===== src/flvs_pkg.sv =====
// Shared types and constants for the field load variance statistics block.
package flvs_pkg;

    localparam int MAX_CELLS = 1024;
    localparam int CNT_W     = $clog2(MAX_CELLS + 1);
    localparam int SAMPLE_W  = 24;
    localparam int SUM_W     = SAMPLE_W + CNT_W - 1;
    localparam int SQ_W      = 2 * SAMPLE_W + CNT_W - 1;
    localparam int CAP_W     = 32;
    localparam int METRIC_W  = 17;
    localparam int STEP_W    = 32;

    // Shared restoring divider widths.
    localparam int DIV_W  = 64;
    localparam int DIVS_W = 65;
    localparam int QCNT_W = 7;

    localparam logic [METRIC_W-1:0] ONE_Q16     = METRIC_W'(65536);
    localparam logic [SAMPLE_W-1:0] SAMPLE_MAX  = '1;

    typedef struct packed {
        logic [SAMPLE_W-1:0] sample;
        logic                last;
    } in_item_t;

    typedef struct packed {
        logic [METRIC_W-1:0] stability;
        logic [METRIC_W-1:0] coherence;
        logic [SAMPLE_W-1:0] divergence;
        logic [STEP_W-1:0]   step_number;
    } out_item_t;

    // Which quotient the datapath is computing.
    typedef enum logic [2:0] {
        OP_MEAN,
        OP_MEANSQ,
        OP_STAB,
        OP_DVG,
        OP_COH
    } op_t;

    // Controller to datapath commands.
    typedef struct packed {
        logic accum;
        logic div_start;
        op_t  op;
        logic sq_load;
        logic clear;
    } cmd_t;

    // Datapath to controller status.
    typedef struct packed {
        logic div_done;
        logic stab_zero;   // zero capacity or sum at or above capacity
        logic one_cell;    // vector holds at most one counted cell
    } status_t;

endpackage


===== src/field_load_variance_stats.sv =====
// Top level of the field load variance statistics block.
//
// Usage: samples arrive on in_valid/in_stall with in_item (sample, last).
// While a vector accumulates, one request is taken each cycle. On the request
// flagged last the block stalls its input and runs up to five divisions on
// one shared 64-step restoring divider (mean, mean square, coherence,
// stability, divergence; the last two may be skipped), then shows one result
// on out_valid/out_item. The result holds until out_stall is low; the
// accumulators then clear and input resumes the next cycle.
// Within a vector one sample is taken per cycle; from the last request until
// the result is taken the input stalls, so a new vector waits for the divider.
// Capacity is written over cfg_valid/cfg_ready/cfg_data, taken at any time;
// it is used only by the stability division.
// Reset clears capacity, the accumulators and the step counter; no result is
// pending after reset.
module field_load_variance_stats (
    input  logic                clk,
    input  logic                rst_n,
    input  logic                in_valid,
    output logic                in_stall,
    input  flvs_pkg::in_item_t  in_item,
    output logic                out_valid,
    input  logic                out_stall,
    output flvs_pkg::out_item_t out_item,
    input  logic                cfg_valid,
    output logic                cfg_ready,
    input  logic [flvs_pkg::CAP_W-1:0] cfg_data
);
    logic [flvs_pkg::CAP_W-1:0]    capacity_reg;
    flvs_pkg::cmd_t                cmd;
    flvs_pkg::status_t             status;
    logic [flvs_pkg::METRIC_W-1:0] stab;
    logic [flvs_pkg::METRIC_W-1:0] coh;
    logic [flvs_pkg::SAMPLE_W-1:0] dvg;
    logic [flvs_pkg::STEP_W-1:0]   step;

    assign cfg_ready = 1'b1;

    always_ff @(posedge clk or negedge rst_n)
    begin
        if (!rst_n)
            capacity_reg <= '0;
        else if (cfg_valid && cfg_ready)
            capacity_reg <= cfg_data;
    end

    flvs_ctrl u_ctrl (
        .clk       (clk),
        .rst_n     (rst_n),
        .in_valid  (in_valid),
        .in_stall  (in_stall),
        .in_last   (in_item.last),
        .out_valid (out_valid),
        .out_stall (out_stall),
        .status    (status),
        .cmd       (cmd),
        .step_reg  (step)
    );

    flvs_datapath u_dp (
        .clk      (clk),
        .rst_n    (rst_n),
        .capacity (capacity_reg),
        .in_item  (in_item),
        .cmd      (cmd),
        .status   (status),
        .stab_out (stab),
        .coh_out  (coh),
        .dvg_out  (dvg)
    );

    assign out_item.stability   = stab;
    assign out_item.coherence   = coh;
    assign out_item.divergence  = dvg;
    assign out_item.step_number = step;

endmodule


===== src/flvs_datapath.sv =====
// Accumulators, shared serial divider and metric registers.
module flvs_datapath (
    input  logic               clk,
    input  logic               rst_n,
    input  logic [flvs_pkg::CAP_W-1:0] capacity,
    input  flvs_pkg::in_item_t in_item,
    input  flvs_pkg::cmd_t     cmd,
    output flvs_pkg::status_t  status,
    output logic [flvs_pkg::METRIC_W-1:0] stab_out,
    output logic [flvs_pkg::METRIC_W-1:0] coh_out,
    output logic [flvs_pkg::SAMPLE_W-1:0] dvg_out
);
    localparam int DW = flvs_pkg::DIV_W;

    logic [flvs_pkg::SUM_W-1:0]    sum_reg;
    logic [flvs_pkg::SQ_W-1:0]     sq_reg;
    logic [flvs_pkg::SUM_W-1:0]    dsum_reg;
    logic [flvs_pkg::SAMPLE_W-1:0] prev_reg;
    logic [flvs_pkg::CNT_W-1:0]    cnt_reg;
    logic [2*flvs_pkg::SAMPLE_W-1:0] sqr_reg;
    logic                          sqv_reg;

    logic [DW-1:0]              num_reg;
    logic [DW-1:0]              den_reg;
    logic [DW-1:0]              quo_reg;
    logic [flvs_pkg::DIVS_W-1:0] rem_reg;
    logic [flvs_pkg::QCNT_W-1:0] it_reg;
    logic                       busy_reg;
    logic                       done_reg;

    logic [flvs_pkg::SAMPLE_W-1:0] mean_reg;
    logic [DW-1:0]                 msq_reg;
    logic [47:0]                   mm_reg;

    logic [flvs_pkg::SAMPLE_W-1:0] diff;
    logic [flvs_pkg::DIVS_W-1:0]   rem_sh;
    logic [flvs_pkg::DIVS_W-1:0]   rem_sub;
    logic [DW-1:0]                 var_val;
    logic [DW-1:0]                 op_num;
    logic [DW-1:0]                 op_den;

    assign diff = (in_item.sample >= prev_reg) ? in_item.sample - prev_reg
                                               : prev_reg - in_item.sample;
    assign var_val = (msq_reg > DW'(mm_reg)) ? msq_reg - DW'(mm_reg) : '0;

    // Operand selection for the next division.
    always_comb
    begin
        op_num = '0;
        op_den = DW'(1);
        unique case (cmd.op)
            flvs_pkg::OP_MEAN:
            begin
                op_num = DW'(sum_reg);
                op_den = DW'(cnt_reg);
            end
            flvs_pkg::OP_MEANSQ:
            begin
                op_num = DW'(sq_reg);
                op_den = DW'(cnt_reg);
            end
            flvs_pkg::OP_STAB:
            begin
                op_num = DW'(DW'(capacity) - DW'(sum_reg)) << 16;
                op_den = DW'(capacity);
            end
            flvs_pkg::OP_DVG:
            begin
                op_num = DW'(dsum_reg);
                op_den = DW'(cnt_reg - flvs_pkg::CNT_W'(1));
            end
            flvs_pkg::OP_COH:
            begin
                op_num = DW'(1) << 48;
                op_den = (DW'(1) << 32) + var_val;
            end
            default:
            begin
                op_num = '0;
                op_den = DW'(1);
            end
        endcase
    end

    assign rem_sh  = {rem_reg[flvs_pkg::DIVS_W-2:0], num_reg[DW-1]};
    assign rem_sub = rem_sh - {1'b0, den_reg};

    // Status back to the controller; skip decisions for stability and divergence.
    assign status.div_done  = done_reg;
    assign status.stab_zero = (capacity == '0) ||
                              (sum_reg >= flvs_pkg::SUM_W'(capacity));
    assign status.one_cell  = (cnt_reg <= flvs_pkg::CNT_W'(1));

    // Accumulators and squaring register.
    always_ff @(posedge clk or negedge rst_n)
    begin
        if (!rst_n)
        begin
            sum_reg  <= '0;
            sq_reg   <= '0;
            dsum_reg <= '0;
            prev_reg <= '0;
            cnt_reg  <= '0;
            sqv_reg  <= 1'b0;
        end
        else if (cmd.clear)
        begin
            sum_reg  <= '0;
            sq_reg   <= '0;
            dsum_reg <= '0;
            prev_reg <= '0;
            cnt_reg  <= '0;
            sqv_reg  <= 1'b0;
        end
        else
        begin
            sqv_reg <= 1'b0;
            if (sqv_reg)
                sq_reg <= sq_reg + flvs_pkg::SQ_W'(sqr_reg);
            if (cmd.accum && cnt_reg < flvs_pkg::CNT_W'(flvs_pkg::MAX_CELLS))
            begin
                if (cnt_reg != '0)
                    dsum_reg <= dsum_reg + flvs_pkg::SUM_W'(diff);
                sum_reg  <= sum_reg + flvs_pkg::SUM_W'(in_item.sample);
                prev_reg <= in_item.sample;
                cnt_reg  <= cnt_reg + flvs_pkg::CNT_W'(1);
                sqv_reg  <= 1'b1;
            end
        end
    end

    always_ff @(posedge clk)
    begin
        sqr_reg <= in_item.sample * in_item.sample;
        if (cmd.sq_load)
            mm_reg <= mean_reg * mean_reg;
    end

    // Restoring divider, one quotient bit per cycle.
    always_ff @(posedge clk or negedge rst_n)
    begin
        if (!rst_n)
        begin
            busy_reg <= 1'b0;
            done_reg <= 1'b0;
            it_reg   <= '0;
        end
        else
        begin
            done_reg <= 1'b0;
            if (cmd.div_start)
            begin
                busy_reg <= 1'b1;
                it_reg   <= '0;
            end
            else if (busy_reg)
            begin
                it_reg <= it_reg + flvs_pkg::QCNT_W'(1);
                if (it_reg == flvs_pkg::QCNT_W'(DW - 1))
                begin
                    busy_reg <= 1'b0;
                    done_reg <= 1'b1;
                end
            end
        end
    end

    always_ff @(posedge clk)
    begin
        if (cmd.div_start)
        begin
            num_reg <= op_num;
            den_reg <= op_den;
            rem_reg <= '0;
            quo_reg <= '0;
        end
        else if (busy_reg)
        begin
            num_reg <= {num_reg[DW-2:0], 1'b0};
            if (!rem_sub[flvs_pkg::DIVS_W-1])
            begin
                rem_reg <= rem_sub;
                quo_reg <= {quo_reg[DW-2:0], 1'b1};
            end
            else
            begin
                rem_reg <= rem_sh;
                quo_reg <= {quo_reg[DW-2:0], 1'b0};
            end
        end
    end

    // Capture each quotient into its metric register; skipped metrics stay zero.
    always_ff @(posedge clk or negedge rst_n)
    begin
        if (!rst_n)
        begin
            mean_reg <= '0;
            msq_reg  <= '0;
            stab_out <= '0;
            coh_out  <= '0;
            dvg_out  <= '0;
        end
        else if (cmd.clear)
        begin
            stab_out <= '0;
            dvg_out  <= '0;
        end
        else if (done_reg)
        begin
            unique case (cmd.op)
                flvs_pkg::OP_MEAN:   mean_reg <= quo_reg[flvs_pkg::SAMPLE_W-1:0];
                flvs_pkg::OP_MEANSQ: msq_reg  <= quo_reg;
                flvs_pkg::OP_STAB:
                    stab_out <= (quo_reg > DW'(flvs_pkg::ONE_Q16)) ? flvs_pkg::ONE_Q16
                                : quo_reg[flvs_pkg::METRIC_W-1:0];
                flvs_pkg::OP_DVG:
                    dvg_out <= (quo_reg > DW'(flvs_pkg::SAMPLE_MAX)) ? flvs_pkg::SAMPLE_MAX
                               : quo_reg[flvs_pkg::SAMPLE_W-1:0];
                flvs_pkg::OP_COH:
                    coh_out <= (quo_reg > DW'(flvs_pkg::ONE_Q16)) ? flvs_pkg::ONE_Q16
                               : quo_reg[flvs_pkg::METRIC_W-1:0];
                default: ;
            endcase
        end
    end

    property p_cnt_bound;
        @(posedge clk) disable iff (!rst_n)
        cnt_reg <= flvs_pkg::CNT_W'(flvs_pkg::MAX_CELLS);
    endproperty
    a_cnt_bound: assert property (p_cnt_bound) else $error("sample count overflow");

    a_done_pulse: assert property (@(posedge clk) disable iff (!rst_n)
        done_reg |=> !done_reg) else $error("divider done held");

    a_start_idle: assert property (@(posedge clk) disable iff (!rst_n)
        cmd.div_start |-> !busy_reg) else $error("divider restarted while busy");

endmodule


===== src/flvs_ctrl.sv =====
// Controller sequencing accumulation and the per-vector divisions.
module flvs_ctrl (
    input  logic               clk,
    input  logic               rst_n,
    input  logic               in_valid,
    output logic               in_stall,
    input  logic               in_last,
    output logic               out_valid,
    input  logic               out_stall,
    input  flvs_pkg::status_t  status,
    output flvs_pkg::cmd_t     cmd,
    output logic [flvs_pkg::STEP_W-1:0] step_reg
);
    typedef enum logic [3:0] {
        S_ACC, S_SQWAIT, S_MEAN, S_MEANSQ, S_MM, S_COH, S_STAB, S_DVG,
        S_CLEAR, S_OUT
    } state_t;

    state_t state_reg;
    state_t state_next;
    logic   started_reg;
    logic   started_next;
    logic   accept;

    assign in_stall = (state_reg != S_ACC);
    assign accept   = in_valid && !in_stall;
    assign out_valid = (state_reg == S_OUT);

    // Next state and command decode.
    always_comb
    begin
        state_next   = state_reg;
        started_next = started_reg;
        cmd          = '0;
        cmd.op       = flvs_pkg::OP_MEAN;
        unique case (state_reg)
            S_ACC:
            begin
                cmd.accum = in_valid;
                if (accept && in_last)
                    state_next = S_SQWAIT;
            end
            S_SQWAIT:
            begin
                cmd.op = flvs_pkg::OP_MEAN;
                cmd.div_start = 1'b1;
                state_next = S_MEAN;
            end
            S_MEAN:
            begin
                cmd.op = flvs_pkg::OP_MEAN;
                if (status.div_done)
                begin
                    cmd.op = flvs_pkg::OP_MEAN;
                    state_next = S_MEANSQ;
                    started_next = 1'b0;
                end
            end
            S_MEANSQ:
            begin
                cmd.op = flvs_pkg::OP_MEANSQ;
                if (!started_reg)
                begin
                    cmd.div_start = 1'b1;
                    started_next = 1'b1;
                end
                else if (status.div_done)
                    state_next = S_MM;
            end
            S_MM:
            begin
                cmd.op = flvs_pkg::OP_COH;
                cmd.sq_load = 1'b1;
                state_next = S_COH;
                started_next = 1'b0;
            end
            S_COH:
            begin
                cmd.op = flvs_pkg::OP_COH;
                if (!started_reg)
                begin
                    cmd.div_start = 1'b1;
                    started_next = 1'b1;
                end
                else if (status.div_done)
                begin
                    state_next = S_STAB;
                    started_next = 1'b0;
                end
            end
            S_STAB:
            begin
                cmd.op = flvs_pkg::OP_STAB;
                if (!started_reg)
                begin
                    if (status.stab_zero)
                    begin
                        state_next = S_DVG;
                        started_next = 1'b0;
                    end
                    else
                    begin
                        cmd.div_start = 1'b1;
                        started_next = 1'b1;
                    end
                end
                else if (status.div_done)
                begin
                    state_next = S_DVG;
                    started_next = 1'b0;
                end
            end
            S_DVG:
            begin
                cmd.op = flvs_pkg::OP_DVG;
                if (!started_reg)
                begin
                    if (status.one_cell)
                        state_next = S_CLEAR;
                    else
                    begin
                        cmd.div_start = 1'b1;
                        started_next = 1'b1;
                    end
                end
                else if (status.div_done)
                    state_next = S_CLEAR;
            end
            S_CLEAR:
            begin
                cmd.op = flvs_pkg::OP_DVG;
                state_next = S_OUT;
            end
            S_OUT:
            begin
                cmd.op = flvs_pkg::OP_DVG;
                if (!out_stall)
                begin
                    cmd.clear = 1'b1;
                    state_next = S_ACC;
                end
            end
            default: state_next = S_ACC;
        endcase
    end

    // State and step counter.
    always_ff @(posedge clk or negedge rst_n)
    begin
        if (!rst_n)
        begin
            state_reg   <= S_ACC;
            started_reg <= 1'b0;
            step_reg    <= '0;
        end
        else
        begin
            state_reg   <= state_next;
            started_reg <= started_next;
            if (state_reg == S_CLEAR)
                step_reg <= step_reg + flvs_pkg::STEP_W'(1);
        end
    end

    a_out_hold: assert property (@(posedge clk) disable iff (!rst_n)
        out_valid && out_stall |=> out_valid) else $error("result dropped");
    a_no_accept_busy: assert property (@(posedge clk) disable iff (!rst_n)
        out_valid |-> in_stall) else $error("input taken during result");
    a_start_once: assert property (@(posedge clk) disable iff (!rst_n)
        cmd.div_start |=> !cmd.div_start) else $error("double divider start");

endmodule

===== config.mk =====
export PLATFORM = sky130hd
export DESIGN_NAME = field_load_variance_stats
export DESIGN_NICKNAME = d
export VERILOG_FILES = /design/src/flvs_pkg.sv /design/src/field_load_variance_stats.sv /design/src/flvs_datapath.sv /design/src/flvs_ctrl.sv
export SDC_FILE = /design/constraint.sdc
export NUM_CORES = 2
export LEC_CHECK = 0
export BUFFER_PORTS_ARGS = -buffer_cell sky130_fd_sc_hd__buf_4
export CORE_MARGIN = 2
export CORE_UTILIZATION = 60
export CTS_CLUSTER_DIAMETER = 120
export DETAILED_ROUTE_END_ITERATION = 12
export PLACE_DENSITY_LB_ADDON = 0.2
export SLEW_MARGIN = 20
export SYNTH_ARGS = -nofsm -noshare
export SYNTH_HDL_FRONTEND = slang
export SYNTH_SLANG_ARGS = --single-unit
export TNS_END_PERCENT = 5

===== constraint.sdc =====
create_clock -name clk -period 12.8 [get_ports clk]
set_input_delay 0.64 -clock clk [delete_from_list [all_inputs] [get_ports clk]]
set_output_delay 0.64 -clock clk [all_outputs]
set_load 0.01 [all_outputs]

==> run metrics <==
outcome=complete, no violations; Max Fclk=116 MHz; RSZ-0062 raised after global routing=no; largest area contributor in the netlist=fa_1; RR Startpoint=u_dp.mean_reg[6]; CP Launch Type=input pin; Net Count, Synth=10300; Net Sw Frac=50.4%; final setup skew=0.0430 ns; number of global-route vias before repair=62400; max_slew headroom=24.1%; Initial Utilization=60.5%; fill cell total of the finished layout=10700; Final setup viols=0; multiplexer share of the synthesized area=3.32%; clock-pin slew on the worst setup and hold paths=0.06 ns; Cells after Synth=8720; synthesized area=78400 um^2; R2R depth=27; top cell type's share of synthesized area=22.0%; Synth Area in Compound Gates=13.5%; CP Max Fanout=17; Simple-Gate Fraction of Synth Area=14.0%; Die ar.=134000 um^2; total gr overflow=0; CP Data Arrival Time=9.23 ns; IO buf count=153; R2R setup slack=4.51 ns; fin crit share=67.6%; hold depth=2; HP Class=input pin to flip-flop; CTS Buf Count=84; Tmin final=8.65 ns; worst hold start=cfg_data[14]; Pint=8.64 mW; final wirelength=224000 um; FP Rows=132; Seq pwr share=15.7%; largest net degree at the start of global routing=98; routed vias=63200; GRT Overall Usage=33.8%; clock root cell=clkbuf_16; post-route ant nets=0; first-pass GRT wire length=352000 um; clk sinks=736; Final Util=64.7%; Setup TNS Final=0 ns; core footprint=130000 um^2; post-CTS sizing=0; DR DRC count=0; synth top area cells=fa_1 (22%), dfrtp_1 (12%), ha_1 (10%), inv_1 (6.9%), edfxtp_1 (6.7%); maximum vdd drop=0.000875 V; Req. time, crit path=13.38 ns; Worst path slowest cell=clkinv_1; worst r2r dst=u_dp.mm_reg[38]; DR vias/cell=6.03; Top Ports=155; chip height=365 um; layout cells sized above 1=6.39%; Post-synth EDFFs=175; Nets=10200; post-synthesis cell type count=105; WS Path Type=input pin to flip-flop; Net Switching=8.76 mW; Synth Area in XOR/XNOR=4.56%; Hold Path End=capacity_reg[14]; Least-Margin Pin Slew=1.14 ns; #FFs+latches synth=736; CTS Buffer Depth=3; Combinational Power Share=69.6%; CP Capture Type=flip-flop; max cap viols=0; number of DRC markers in iteration 0=6213; GP Congestion=0.986; YS warnings=0; Avg Inst Size Synth=8.99 um^2; prevailing post-synth register cell=dfrtp_1; PwrDens=207 nW/um^2; Final HPWL DP=173000 um; Synth async-reset ratio=52.4%; largest family of logic cells by synthesized area=adder cells; max incr delay on CP=0.73 ns; Crit path top cell by count=fa_1; Slew Viols, Final=0; WL per Instance=21.4 um; H-tree depth=3; static leakage=41.6 nW; Seq/Total Area, Yosys=23.5%; clk_lat worst skew=0.70 ns; area share of fa/ha/maj cells after synthesis=32.3%; Clock Power Share=14.7%; first-pass iteration count of the detailed router=6; Die Width=365 um; Syn-to-layout area delta=6.98%; Final Hold Fails=0; TritonCTS clock tree=yes; initial antenna violation count=11
-- how the worst max path moves through the flow --
stage / cells after the start / to / from
final: 29 / u_dp.sqr_reg[47] / in_item[15]
after global routing: 29 / u_dp.sqr_reg[47] / in_item[15]
after CTS: 29 / u_dp.sqr_reg[47] / in_item[15]
after detailed placement: 29 / u_dp.sqr_reg[47] / in_item[15]
after global placement: 29 / u_dp.sqr_reg[47] / in_item[15]
after floorplan: 30 / u_dp.sqr_reg[47] / in_item[11]
-- power groups by stage --
| stage | registers, mW | clock network, mW | logic (mW) |
|---|---|---|---|
| global placement | 2.78 | 0 | 11.5 |
| floorplan | 2.72 | 0 | 7.92 |
| detailed placement | 2.78 | 0 | 11.7 |
| finish | 2.74 | 2.55 | 12.1 |
| CTS | 2.73 | 2.58 | 11.8 |
| global route | 2.74 | 2.68 | 13.3 |
-- area by class of cell --
type / count / area [um^2] / share of cell area, %
multi-input cells: 6152 / 53100 / 63.3
flip-flops and latches: 736 / 18400 / 22.0
inverters: 1461 / 5490 / 6.55
clock buffers: 111 / 2400 / 2.86
well taps: 1742 / 2180 / 2.60
repair buffers: 225 / 1700 / 2.03
clock inverters: 47 / 554 / 0.661
diodes: 3 / 7.51 / 0.00895
-- cells in the final DEF, fill, tap and decap left out, types with 17 or more instances in the layout --
cell / synthesis / layout
dfrtp_1: 386 / 384
mux2_2: 114 / 114
and3_1: 63 / 62
a21boi_0: 17 / 17
nor2_1: 662 / 661
nor2b_1: 53 / 53
o31ai_1: 25 / 25
o211ai_1: 41 / 41
nand4_1: 89 / 89
nand2_1: 800 / 798
buf_4: 2 / 223
a31oi_1: 67 / 67
xor2_1: 144 / 143
clkbuf_16: 0 / 88
clkinv_1: 11 / 18
nand2b_1: 51 / 51
inv_1: 1449 / 1449
o21ai_1: 32 / 31
o21ai_0: 385 / 385
a21o_1: 219 / 219
a211oi_1: 33 / 33
o21a_1: 60 / 60
dfxtp_1: 175 / 175
or3_1: 58 / 57
o21bai_1: 41 / 41
mux2i_1: 131 / 131
a21oi_1: 434 / 433
and2_1: 160 / 159
a221oi_1: 26 / 26
nor3_1: 101 / 98
nor4_1: 43 / 42
xnor2_1: 264 / 263
edfxtp_1: 175 / 175
a22o_1: 19 / 19
ha_1: 645 / 645
nand3_1: 181 / 181
a222oi_1: 34 / 34
a311oi_1: 37 / 37
fa_1: 861 / 861
-- what timing repair did --
action / in CTS / in global routing
buffers inserted: 0 / 0
hold buffers: 1 / 0
hold endpoints to repair: 60 / 0
-- stage by stage --
stage | hold slack [ns] | total power, mW | instance area (um^2) | cells | setup slack [ns]
6_report | 0.183 | 17.4 | 83900 | 10500 | 4.15
5_1_grt | 0.168 | 18.7 | 83900 | 10500 | 3.77
4_1_cts | 0.148 | 17.1 | 83900 | 10500 | 4.34
3_5_place_dp | 0.476 | 14.5 | 80900 | 10300 | 3.60
3_3_place_gp | 0.466 | 14.3 | 80900 | 10300 | 3.81
2_1_floorplan | 0.344 | 10.6 | 78400 | 8720 | 4.94
-- per-layer routing --
layer	GRT usage, %	vias to the layer above	part of all wire, %
met3	6.14	421	9.7
met5	0	-	0.021
met4	9.72	8	3.0
met2	51.6	2734	44
met1	49.3	31300	44
li1	-	28700	-
-- cell usage after synthesis (53+ instances only) --
master,number
and3_1,63
inv_1,1449
nor2b_1,53
a21oi_1,434
clkbuf_1,283
mux2_2,114
nand3_1,181
ha_1,645
nand4_1,89
a31oi_1,67
a21o_1,219
o21ai_0,385
or3_1,58
fa_1,861
xor2_1,144
and2_1,160
edfxtp_1,175
mux2i_1,131
dfrtp_1,386
o21a_1,60
dfxtp_1,175
nand2_1,800
nor3_1,101
nor2_1,662
xnor2_1,264
-- worst max-delay path, delay by kind of cell --
| kind | cells | cell delay (ns) |
|---|---|---|
| buffers and inverters | 8 | 1.35 |
| xor gates and xnor gates | 1 | 0.11 |
| and+or+nand+nor | 2 | 0.53 |
| AOI/OAI and AO/OA | 10 | 2.67 |
| adders and majority gates | 8 | 3.93 |
-- cells by family (layout without fill, tap and decap cells) --
family,count (synthesis),count (layout)
other,1,4
and+or+nand+nor,2350,2350
DFF,736,736
xor gates and xnor gates,408,408
buffers and inverters,1832,1844
muxes,246,246
AOI/OAI and AO/OA,1641,1641
adders and majority gates,1506,1506
(Power assumes the default switching activity.)
